==> config.mk <==
export PLATFORM = sky130hd
export DESIGN_NAME = msmp_ctrl
export DESIGN_NICKNAME = d
export VERILOG_FILES = /design/src/hw/rtl/msmp_pkg.sv /design/src/hw/rtl/msmp_ctrl.sv
export SDC_FILE = /design/constraint.sdc
export NUM_CORES = 1
export LEC_CHECK = 0
export ABC_AREA = 0
export BUFFER_PORTS_ARGS = -buffer_cell sky130_fd_sc_hd__buf_2
export CORE_MARGIN = 2
export CORE_UTILIZATION = 26
export DETAILED_ROUTE_END_ITERATION = 8
export PLACE_DENSITY = 0.51
export RECOVER_POWER = 25
export SYNTH_ARGS = -nofsm -noshare
export SYNTH_HDL_FRONTEND = slang
export SYNTH_SLANG_ARGS = --single-unit
==> constraint.sdc <==
create_clock -name clk -period 1.9 [get_ports clk]
set_clock_uncertainty 0.15 [all_clocks]
set_input_delay 0.095 -clock clk [delete_from_list [all_inputs] [get_ports clk]]
set_output_delay 0.095 -clock clk [all_outputs]
set_load 0.01 [all_outputs]
==> src/hw/rtl/msmp_pkg.sv <==
// shared constants, operation codes and control structs of the mesh placement block
`timescale 1ns / 1ps
package msmp_pkg;

  localparam int FINE_POINTS = 4096;
  localparam int FINE_W      = $clog2(FINE_POINTS);
  localparam int IDX_W       = FINE_W + 1;
  localparam int MAX_CELLS   = 64;
  localparam int CELL_W      = $clog2(MAX_CELLS);
  localparam int CNT_W       = CELL_W + 1;
  localparam int CUM_W       = 60;
  localparam int FRAC_BITS   = 16;
  localparam int DENS_W      = 16;
  localparam int RAD_W       = 32;
  localparam int R4_W        = 2 * IDX_W;
  localparam int STEP_W      = FINE_W + 4;
  localparam int WGT_W       = DENS_W + R4_W;
  localparam int POS_W       = FINE_W + FRAC_BITS + 1;
  localparam int PROD_W      = POS_W + RAD_W;
  localparam int DIV_NUM_W   = 64;
  localparam int DIV_DEN_W   = 32;

  localparam logic [R4_W-1:0] BLEND_SQ =
    R4_W'((longint'(9) * FINE_POINTS * FINE_POINTS) / 100);
  localparam logic [CUM_W-1:0] CUM_MAX = '1;

  localparam logic [1:0] CFG_OUTER = 2'd0;
  localparam logic [1:0] CFG_INNER = 2'd1;
  localparam logic [1:0] CFG_COUNT = 2'd2;

  localparam logic [4:0] OP_NOP       = 5'd0;
  localparam logic [4:0] OP_INIT      = 5'd1;
  localparam logic [4:0] OP_DIV_II    = 5'd2;
  localparam logic [4:0] OP_RD_II     = 5'd3;
  localparam logic [4:0] OP_LD_START  = 5'd4;
  localparam logic [4:0] OP_DIV_SH    = 5'd5;
  localparam logic [4:0] OP_LD_Q      = 5'd6;
  localparam logic [4:0] OP_TGT       = 5'd7;
  localparam logic [4:0] OP_SRCH_RD   = 5'd8;
  localparam logic [4:0] OP_SRCH_CMP  = 5'd9;
  localparam logic [4:0] OP_RD_LO     = 5'd10;
  localparam logic [4:0] OP_LD_LO     = 5'd11;
  localparam logic [4:0] OP_LD_HI     = 5'd12;
  localparam logic [4:0] OP_FRAC_STEP = 5'd13;
  localparam logic [4:0] OP_MUL       = 5'd14;
  localparam logic [4:0] OP_EMIT_FACE = 5'd15;
  localparam logic [4:0] OP_EMIT_LAST = 5'd16;

  typedef struct packed {
    logic       in_acc;
    logic [4:0] op;
  } ctl_cmd_t;

  typedef struct packed {
    logic pipe_busy;
    logic last_sample;
    logic ii_needed;
    logic div_busy;
    logic srch_more;
    logic frac_busy;
    logic k_lt_n;
    logic out_last;
  } ctl_sts_t;

endpackage

==> src/hw/rtl/msmp_ctrl.sv <==
// controller state machine sequencing load, divisions, searches and output
`timescale 1ns / 1ps
module msmp_ctrl (
  input  logic               clk,
  input  logic               rst_n,
  input  logic               in_tvalid,
  output logic               in_tready,
  output logic               out_tvalid,
  input  logic               out_tready,
  input  msmp_pkg::ctl_sts_t sts,
  output msmp_pkg::ctl_cmd_t cmd
);

  localparam logic [4:0] ST_LOAD   = 5'd0;
  localparam logic [4:0] ST_DRAIN  = 5'd1;
  localparam logic [4:0] ST_INIT   = 5'd2;
  localparam logic [4:0] ST_DIVII  = 5'd3;
  localparam logic [4:0] ST_WDIVII = 5'd4;
  localparam logic [4:0] ST_RDII   = 5'd5;
  localparam logic [4:0] ST_LDST   = 5'd6;
  localparam logic [4:0] ST_DIVSH  = 5'd7;
  localparam logic [4:0] ST_WDIVSH = 5'd8;
  localparam logic [4:0] ST_LDQ    = 5'd9;
  localparam logic [4:0] ST_TGT    = 5'd10;
  localparam logic [4:0] ST_SRCH   = 5'd11;
  localparam logic [4:0] ST_SCMP   = 5'd12;
  localparam logic [4:0] ST_LDLO   = 5'd13;
  localparam logic [4:0] ST_LDHI   = 5'd14;
  localparam logic [4:0] ST_FRAC   = 5'd15;
  localparam logic [4:0] ST_FACE   = 5'd16;
  localparam logic [4:0] ST_OUT    = 5'd17;

  logic [4:0] state_r, state_nxt;

  always_comb begin
    state_nxt  = state_r;
    cmd.in_acc = 1'b0;
    cmd.op     = msmp_pkg::OP_NOP;
    case (state_r)
      ST_LOAD: begin
        cmd.in_acc = in_tvalid;
        if (in_tvalid && sts.last_sample) begin
          state_nxt = ST_DRAIN;
        end
      end
      ST_DRAIN: begin
        if (!sts.pipe_busy) begin
          state_nxt = ST_INIT;
        end
      end
      ST_INIT: begin
        cmd.op    = msmp_pkg::OP_INIT;
        state_nxt = ST_DIVII;
      end
      ST_DIVII: begin
        if (sts.ii_needed) begin
          cmd.op    = msmp_pkg::OP_DIV_II;
          state_nxt = ST_WDIVII;
        end else begin
          state_nxt = ST_DIVSH;
        end
      end
      ST_WDIVII: begin
        if (!sts.div_busy) begin
          state_nxt = ST_RDII;
        end
      end
      ST_RDII: begin
        cmd.op    = msmp_pkg::OP_RD_II;
        state_nxt = ST_LDST;
      end
      ST_LDST: begin
        cmd.op    = msmp_pkg::OP_LD_START;
        state_nxt = ST_DIVSH;
      end
      ST_DIVSH: begin
        cmd.op    = msmp_pkg::OP_DIV_SH;
        state_nxt = ST_WDIVSH;
      end
      ST_WDIVSH: begin
        if (!sts.div_busy) begin
          state_nxt = ST_LDQ;
        end
      end
      ST_LDQ: begin
        cmd.op    = msmp_pkg::OP_LD_Q;
        state_nxt = ST_TGT;
      end
      ST_TGT: begin
        if (sts.k_lt_n) begin
          cmd.op    = msmp_pkg::OP_TGT;
          state_nxt = ST_SRCH;
        end else begin
          cmd.op    = msmp_pkg::OP_EMIT_LAST;
          state_nxt = ST_OUT;
        end
      end
      ST_SRCH: begin
        if (sts.srch_more) begin
          cmd.op    = msmp_pkg::OP_SRCH_RD;
          state_nxt = ST_SCMP;
        end else begin
          cmd.op    = msmp_pkg::OP_RD_LO;
          state_nxt = ST_LDLO;
        end
      end
      ST_SCMP: begin
        cmd.op    = msmp_pkg::OP_SRCH_CMP;
        state_nxt = ST_SRCH;
      end
      ST_LDLO: begin
        cmd.op    = msmp_pkg::OP_LD_LO;
        state_nxt = ST_LDHI;
      end
      ST_LDHI: begin
        cmd.op    = msmp_pkg::OP_LD_HI;
        state_nxt = ST_FRAC;
      end
      ST_FRAC: begin
        if (sts.frac_busy) begin
          cmd.op = msmp_pkg::OP_FRAC_STEP;
        end else begin
          cmd.op    = msmp_pkg::OP_MUL;
          state_nxt = ST_FACE;
        end
      end
      ST_FACE: begin
        cmd.op    = msmp_pkg::OP_EMIT_FACE;
        state_nxt = ST_OUT;
      end
      ST_OUT: begin
        if (out_tready) begin
          state_nxt = sts.out_last ? ST_LOAD : ST_TGT;
        end
      end
      default: state_nxt = ST_LOAD;
    endcase
  end

  always_ff @(posedge clk) begin
    if (!rst_n) begin
      state_r <= ST_LOAD;
    end else begin
      state_r <= state_nxt;
    end
  end

  assign in_tready  = state_r == ST_LOAD;
  assign out_tvalid = state_r == ST_OUT;

endmodule

Yosys cells after proc, flatten, opt, wreduce, memory -nomap -nowiden
Index checks and enable logic that the tools add are counted.

operators by class
  eq/ne operators = 23
  mux-type cells = 17
  reductions and logical operators = 3

operators by type and width
  kind                                                                    number
  5-bit one-hot mux with 18 select lines                                  1
  5-bit one-hot mux with 13 select lines                                  1
  5-bit by 4-bit equality test with 1-bit output (second input constant)  8
  5-bit 2-to-1 mux                                                        8
  5-bit by 3-bit equality test with 1-bit output (second input constant)  4
  5-bit by 2-bit equality test with 1-bit output (second input constant)  2
  5-bit equality test (second input constant)                             2
  2-bit 2-to-1 mux                                                        4
  2-bit != test (second input constant)                                   4
  6-bit AND reduction                                                     1
  5-bit by 1-bit equality test with 1-bit output (second input constant)  1
  5-bit zero test                                                         1
  4-bit 2-to-1 mux                                                        1
  2-bit by 1-bit != test with 1-bit output (second input constant)        2
  1-bit 2-to-1 mux                                                        2
  1-bit logical AND                                                       1

word-level totals
  register bits after elaboration = 5
  output and inout port bits = 8

Longest topological paths before layout
Gate-level depths: netlist of the first run.

  depth after elaboration = 3
  mapped depth = 7

Worst setup path before layout of the first run
OpenSTA, ideal clock, no wires.

  kind = register to register
  from = register state_r[2]
  to = register state_r[0]
  setup time = 0.088 ns
  arrival time = 1.513 ns
  data required time = 1.662 ns
  setup slack = 0.148 ns
  stages on the path, launching flop included = 6
  buffers on the path = 1
  clock period less this slack = 1.752 ns
  cells stage by stage = dfxtp_1 > buf_6 > or3_4 > or3_4 > and3_4 > a311oi_2

on the way
  longest elaborated chain between the ends = 3

RTL lines
  item                                                                                               RTL line          source
  from (decl)                                                                                        msmp_ctrl.sv:33   logic [4:0] state_r, state_nxt;
  from (signal assigned)                                                                             msmp_ctrl.sv:144  state_r <= state_nxt;
  5-bit by 1-bit equality test with 1-bit output, or another cell as far along                       msmp_ctrl.sv:39   case (state_r)
  2-bit != test (no source line) / 2-bit by 1-bit != test with 1-bit output (equally long branches)  n/a
  6-bit AND reduction (no source line)                                                               n/a

Several ways; a longest one is shown, not always the timed one.
A chain may end at the register's enable or synchronous reset.

==> results of run 1 <==
## cells by family after synthesis
family                 Yosys count
AND/OR/NAND/NOR                 49
AO/OA/AOI/OAI                   34
buffers and inverters           13
flip-flops                       5
XOR/XNOR                         1
multiplexers                     1
## final cells by class
| cell class | instances | area (µm²) |
|---|---|---|
| clock buffers | 4 | 26.3 |
| fillers | 311 | 1750 |
| inverters | 2 | 7.51 |
| multi-input cells | 85 | 573 |
| flip-flops and latches | 5 | 111 |
| well taps | 31 | 38.8 |
| repair buffers | 33 | 203 |
## power groups by stage
stage,sequential [mW],clock (mW),combinational [mW]
after floorplan,0.123,0,0.200
after global placement,0.139,0,0.279
after detailed placement,0.139,0,0.279
after CTS,0.140,0.130,0.284
after global routing,0.140,0.142,0.310
final,0.139,0.126,0.282
## cell usage in the layout, fill, tap and decap left out, types with 2 or more instances in the layout
cell / netlist / layout
nor3_1: 4 / 4
or3b_2: 3 / 3
nand2_1: 5 / 5
dfxtp_2: 0 / 3
or4bb_1: 2 / 2
a32oi_1: 2 / 2
a211oi_1: 2 / 2
nand3_1: 2 / 2
or3_4: 2 / 2
buf_2: 6 / 16
buf_4: 0 / 12
o22ai_1: 4 / 4
inv_1: 2 / 2
a21oi_1: 6 / 5
clkbuf_4: 0 / 3
nand4_1: 3 / 3
nor2_1: 6 / 6
nand3b_1: 2 / 2
nor2b_1: 4 / 4
o21ai_0: 5 / 5
clkbuf_1: 3 / 4
a31oi_1: 5 / 5
nand2b_1: 7 / 7
dfxtp_4: 0 / 2
or2_2: 2 / 2
## tightest hold or removal path, cell delays in order
cell     delay (ns)
buf_2          0.07
or3_4          0.13
o22ai_1        0.07
## routing by layer
layer  GRT usage, %  part of all wire (%)
met5              0                     0
met4           1.99                  0.28
met3           3.40                   3.8
met2           21.3                    45
met1           19.7                    51
## timing repair
| action | CTS | global route |
|---|---|---|
| setup buffers | 0 | 1 |
| hold buffers | 1 | 0 |
| setup endpoints to repair | 2 | 2 |
| pin swaps | 0 | 2 |
| hold endpoints to repair | 1 | 0 |
| resized for setup | 6 | 3 |
## through the flow
step           util (%)  worst slack, ns  power [mW]  cell area, µm²
2_1_floorplan         -            0.148       0.324             733
3_3_place_gp       33.2           0.0838       0.418             901
3_5_place_dp       33.2            0.105       0.418             901
4_1_cts            35.0           0.0499       0.555             950
5_1_grt            35.4         -0.00241       0.592             960
6_report           35.4           0.0875       0.547             960
## worst max-delay path by stage
stage | endpoint | from | cells after the start
final | cmd[0] | state_r[1] | 5
after global placement | state_r[0] | state_r[2] | 5
after global routing | cmd[1] | state_r[3] | 6
after detailed placement | state_r[0] | state_r[3] | 4
after floorplan | state_r[0] | state_r[2] | 5
after CTS | cmd[0] | state_r[3] | 5
==> results.md, run 1 <==
* Min-Delay Path Class: input port to flop
* Area contributors post-synth: dfxtp_1 14%, nand2b_1 6.0%, a31oi_1 4.3%
* CP max stage delay at 0.42 ns
* Most frequent cell after synthesis: nand2b_1
* Skew-Pair Late Insertion Delay at 0.24 ns
* XOR/XNOR share of the synthesized area at 1.19%
* Post-Syn Area at 733 µm²
* Number of buffers created by CTS at 3
* Hold EP: state_r[4]
* Post-synth top cells: 7 x nand2b_1, 6 x a21oi_1, 6 x buf_2, 6 x nor2_1
* Syn nets at 115
* Sequential area share after synthesis at 13.7%
* IO Port Bufs at 19
* Starting density of the core at 27.1%
* Max reg flops at 5
* Reg with most FFs: state_r
* Sw Ratio at 38.7%
* Clk sinks at 5
* Worst Hold Slack at 0.0264 ns
* Comb power frac at 51.5%
* Largest family of logic cells by synthesized area: simple AND/OR/NAND/NOR gates
* Drt total wl at 2110 µm
* Reg clk slew, reported paths at 0.04 ns
* TNS Setup at 0 ns
* DR vias at 876
* Minimum clock period at 1.81 ns
* Synth warn at 0
* Synth Flop Type: dfxtp_1
* Flops & latches, synth at 5
* Area grow syn2layout at 30.9%
* Fin crit share at 95.4%
* Max Slew Vio Count at 0
* Layout cells sized above 1 at 38.0%
* Final #Nets at 142
* Total inserted antenna cells at 0
* Biggest regs: state_r x5
* Gate Count Post-Synth at 103
* Ports at 20
* Reg2reg start: state_r[2]
* Total grt overflow at 0
* FP Rows at 19
* Largest net degree at the start of global routing at 15
* Die W at 57.1 µm
* Asr flop ratio synth at 0%
* Compound-Gate Fraction of Synth Area at 32.4%
* Total GRT Usage at 13.7%
* Syn avg cell area at 7.12 µm²
* Worst-Margin Slew at 0.349 ns
* Wirelength per Cell at 13.2 µm
* FF-to-FF setup slack at 0.14 ns
* CP Data Arrival Time at 1.57 ns
* Initial antenna violation count at 0
* Top cell type's share of synthesized area at 13.7%
* Reg2reg path depth at 4
* Clk pwr share at 23.1%
* CP max-delay cell: or4bb_1
* Leakage at 0.378 nW
* Yosys top cell by area: dfxtp_1
* Worst hold path startpoint: out_tready
* Status: completed
* CP Buf/Inv Count at 2
* Pwr/cell area at 570 mW/mm²
* Core area at 0.00271 mm²
* WS Path Type: flop to primary output
* Critical path, cell by cell: buf_6 > or4bb_1 > a21oi_2 > or2_2 > buf_2
* DIE AREA at 0.00326 mm²
* Hold path cells at 3
* Post-synthesis cell type count at 43
* Pint at 335 µW
* Switch Pwr at 211 µW
* HPWL after DPL at 1620 µm
* Layout Cells excl Fill at 160
* Root buf cell: clkbuf_4
* CTS tree: done
* CP Capture Type: primary output
* Maximum vdd ir drop at 352 µV
* Via-to-Cell Ratio at 5.48
* Crit path required time at 1.65 ns
* Post-Synth Simple-Gate Area at 42.7%
* Hold Vio Cnt, Final at 0
* # DRC at 0
* Die height at 57.1 µm
* Sequential share of power at 25.4%
* Multiplexer share of the synthesized area at 1.37%
* Vias in the first global route at 808
* First-pass GRT wire length at 3610 µm
* Worst path top cell family by delay: simple AND/OR/NAND/NOR gates
* Drt pass-1 iters at 4
* Gpl congestion at 0.841
* Initial drt markers at 24
* Number of flops mapped to enable cells by yosys at 0
* Synthesized-area fraction occupied by adder cells at 0%
* Post-route ant nets at 0
* Fmax at 552 MHz
* R2R Path End: state_r[0]
* Final setup viols at 0
* H-tree levels at 1
* Worst Path Max Fanout at 14
* Placed Cells at 154
* Max-Cap Viols at 0
* Worst Setup Start Kind: flop
* Slew margin rel. at 76.8%
* Clk buf depth at 2
Note: power is estimated with default switching activity, not from simulation.
==> run 2: changes to the inputs <==
--- a/config.mk
+++ b/config.mk
@@ -7,11 +7,10 @@
 export LEC_CHECK = 0
 export ABC_AREA = 0
 export BUFFER_PORTS_ARGS = -buffer_cell sky130_fd_sc_hd__buf_2
-export CORE_MARGIN = 2
+export CORE_MARGIN = 3
 export CORE_UTILIZATION = 26
 export DETAILED_ROUTE_END_ITERATION = 8
 export PLACE_DENSITY = 0.51
-export RECOVER_POWER = 25
 export SYNTH_ARGS = -nofsm -noshare
 export SYNTH_HDL_FRONTEND = slang
 export SYNTH_SLANG_ARGS = --single-unit
==> run 2 against run 1 <==
Against the previous run:
- worst hold slack worse by 0.015 ns
- sequential power about the same
- sequential share of layout area fell by 0.74 points
- flip-flop and latch count unchanged
- clock power down 4%
- power rose by 0.13%
- core utilization increased by 3.6 points
- via count decreased by 1.7%
- routed wire length increased by 5.1%
- register-to-register slack barely moved
- design area rose by 4.4%
- clock-buffer cell count stayed put
==> results.md, run 2 (synthesized netlist as in run 1, its figures left out) <==
* Pwr/cell area at 546 mW/mm²
* Switch Pwr at 206 µW
* Total GRT Usage at 13.5%
* Util after Layout at 39.0%
* CP Capture Type: primary output
* RSZ-0062 raised after global routing: true
* Reg with most FFs: state_r
* H-tree levels at 1
* Vias in the first global route at 811
* Starting density of the core at 28.6%
* Pint at 341 µW
* Cts hold-fix bufs at 0
* CP Data Arrival Time at 1.59 ns
* Ports at 20
* Initial antenna violation count at 0
* Largest net degree at the start of global routing at 22
* Final setup viols at 0
* Clk buf depth at 2
* Area grow syn2layout at 36.7%
* Biggest regs: state_r x5
* Crit path required time at 1.65 ns
* Total grt overflow at 0
* Max-Cap Viols at 0
* Layout Cells excl Fill at 161
* Total inserted antenna cells at 0
* Core area at 0.00257 mm²
* Reg clk slew, reported paths at 0.04 ns
* # DRC at 0
* HPWL after DPL at 1640 µm
* Root buf cell: clkbuf_4
* Highest routed metal layer: met3
* Drt total wl at 2220 µm
* DIE AREA at 0.00349 mm²
* Worst-Margin Slew at 0.388 ns
* Wirelength per Cell at 13.8 µm
* Drt pass-1 iters at 4
* Final #Nets at 144
* Number of buffers created by CTS at 3
* FF-to-FF setup slack at 0.14 ns
* Minimum clock period at 1.84 ns
* Placed instance area at 890 µm²
* Fmax at 544 MHz
* Layout cells sized above 1 at 43.5%
* First-pass GRT wire length at 3690 µm
* Pre-CTS setup slack at 0.107 ns
* CP Buf/Inv Count at 2
* Post-route ant nets at 0
* IO Port Bufs at 19
* Commonest non-fill, non-tap cell in the layout: buf_2
* Via-to-Cell Ratio at 5.35
* Gpl congestion at 0.822
* Worst Path Max Fanout at 6
* Worst path top cell family by delay: simple AND/OR/NAND/NOR gates
* Slew margin rel. at 74.2%
* Fin crit share at 96.7%
* Maximum vdd ir drop at 373 µV
* Sequential share of power at 25.0%
* Skew-Pair Late Insertion Delay at 0.24 ns
* Post-route cell area at 0.00100 mm²
* CP max-delay cell: or4bb_1
* Placed Cells at 150
* Leakage at 0.405 nW
* Max Slew Vio Count at 0
* Status: completed
* Initial drt markers at 17
* Clk pwr share at 22.1%
* CTS tree: done
* Most frequent CP cell: buf_6
* Metal3 WL at 46 µm
* FP Rows at 18
* DR vias at 861
* Sw Ratio at 37.7%
* Worst Setup Start Kind: flop
* WS Path Type: flop to primary output
* Critical path, cell by cell: buf_6 > or4bb_1 > a21oi_2 > or2_4 > buf_6
* Comb power frac at 52.9%
* Die W at 59.1 µm
* WL met2 at 1130 µm
* CP max stage delay at 0.52 ns
* Setup ws final at 0.0630 ns
* Wire length on met1 at 1040 µm
* Die height at 59.1 µm
* Clk sinks at 5
* Max reg flops at 5
* Min-Delay Path Class: input port to flop
* Most frequent cells in the layout: 18 x buf_2, 13 x buf_4, 7 x nand2b_1
* Hold Vio Cnt, Final at 0
==> run 2: area by class of cell <==
class / count / area (µm²)
clock buffer: 4 / 26.3
fill: 286 / 1570
tap: 30 / 37.5
timing repair buffer: 35 / 241
sequential: 5 / 109
multi-input combinational: 85 / 581
inverter: 2 / 7.51
==> run 2: metal layers <==
layer	GRT usage (%)	up-vias
met5	0	-
met4	2.91	0
met3	2.18	0
met2	23.2	13
met1	17.5	398
li1	-	450
==> run 2: tightest hold or removal path: stages <==
cell and delay [ns]:
buf_2 0.13, nand2_1 0.07, mux2i_1 0.06
==> run 2: timing repair <==
item	4_1_cts	5_1_grt
gates resized for setup	2	12
pin swaps	1	3
buffers inserted	1	6
endpoints found under the setup margin	2	3
==> run 2: metrics by stage <==
stage	hold WS [ns]	power, mW	TNS, ns
floorplan	0.0929	0.324	0
global placement	0.253	0.416	0
detailed placement	0.260	0.417	0
CTS	0.00506	0.542	0
global route	0.00516	0.599	-0.00608
finish	0.0114	0.547	0
==> run 2: power by group through the flow <==
stage	Sequential [mW]	Combinational (mW)	Clock (mW)
2_1_floorplan	0.123	0.200	0
3_3_place_gp	0.137	0.279	0
3_5_place_dp	0.138	0.279	0
4_1_cts	0.136	0.281	0.125
5_1_grt	0.140	0.320	0.138
6_report	0.137	0.290	0.121
==> run 2: path summary, 6_finish.rpt <==
kind,end,from,cells past startpoint
worst min-delay path,state_r[2],rst_n,3
worst min register to register,state_r[3],state_r[3],3
worst max register to register,state_r[3],state_r[2],6
worst max-delay path,cmd[0],state_r[2],5
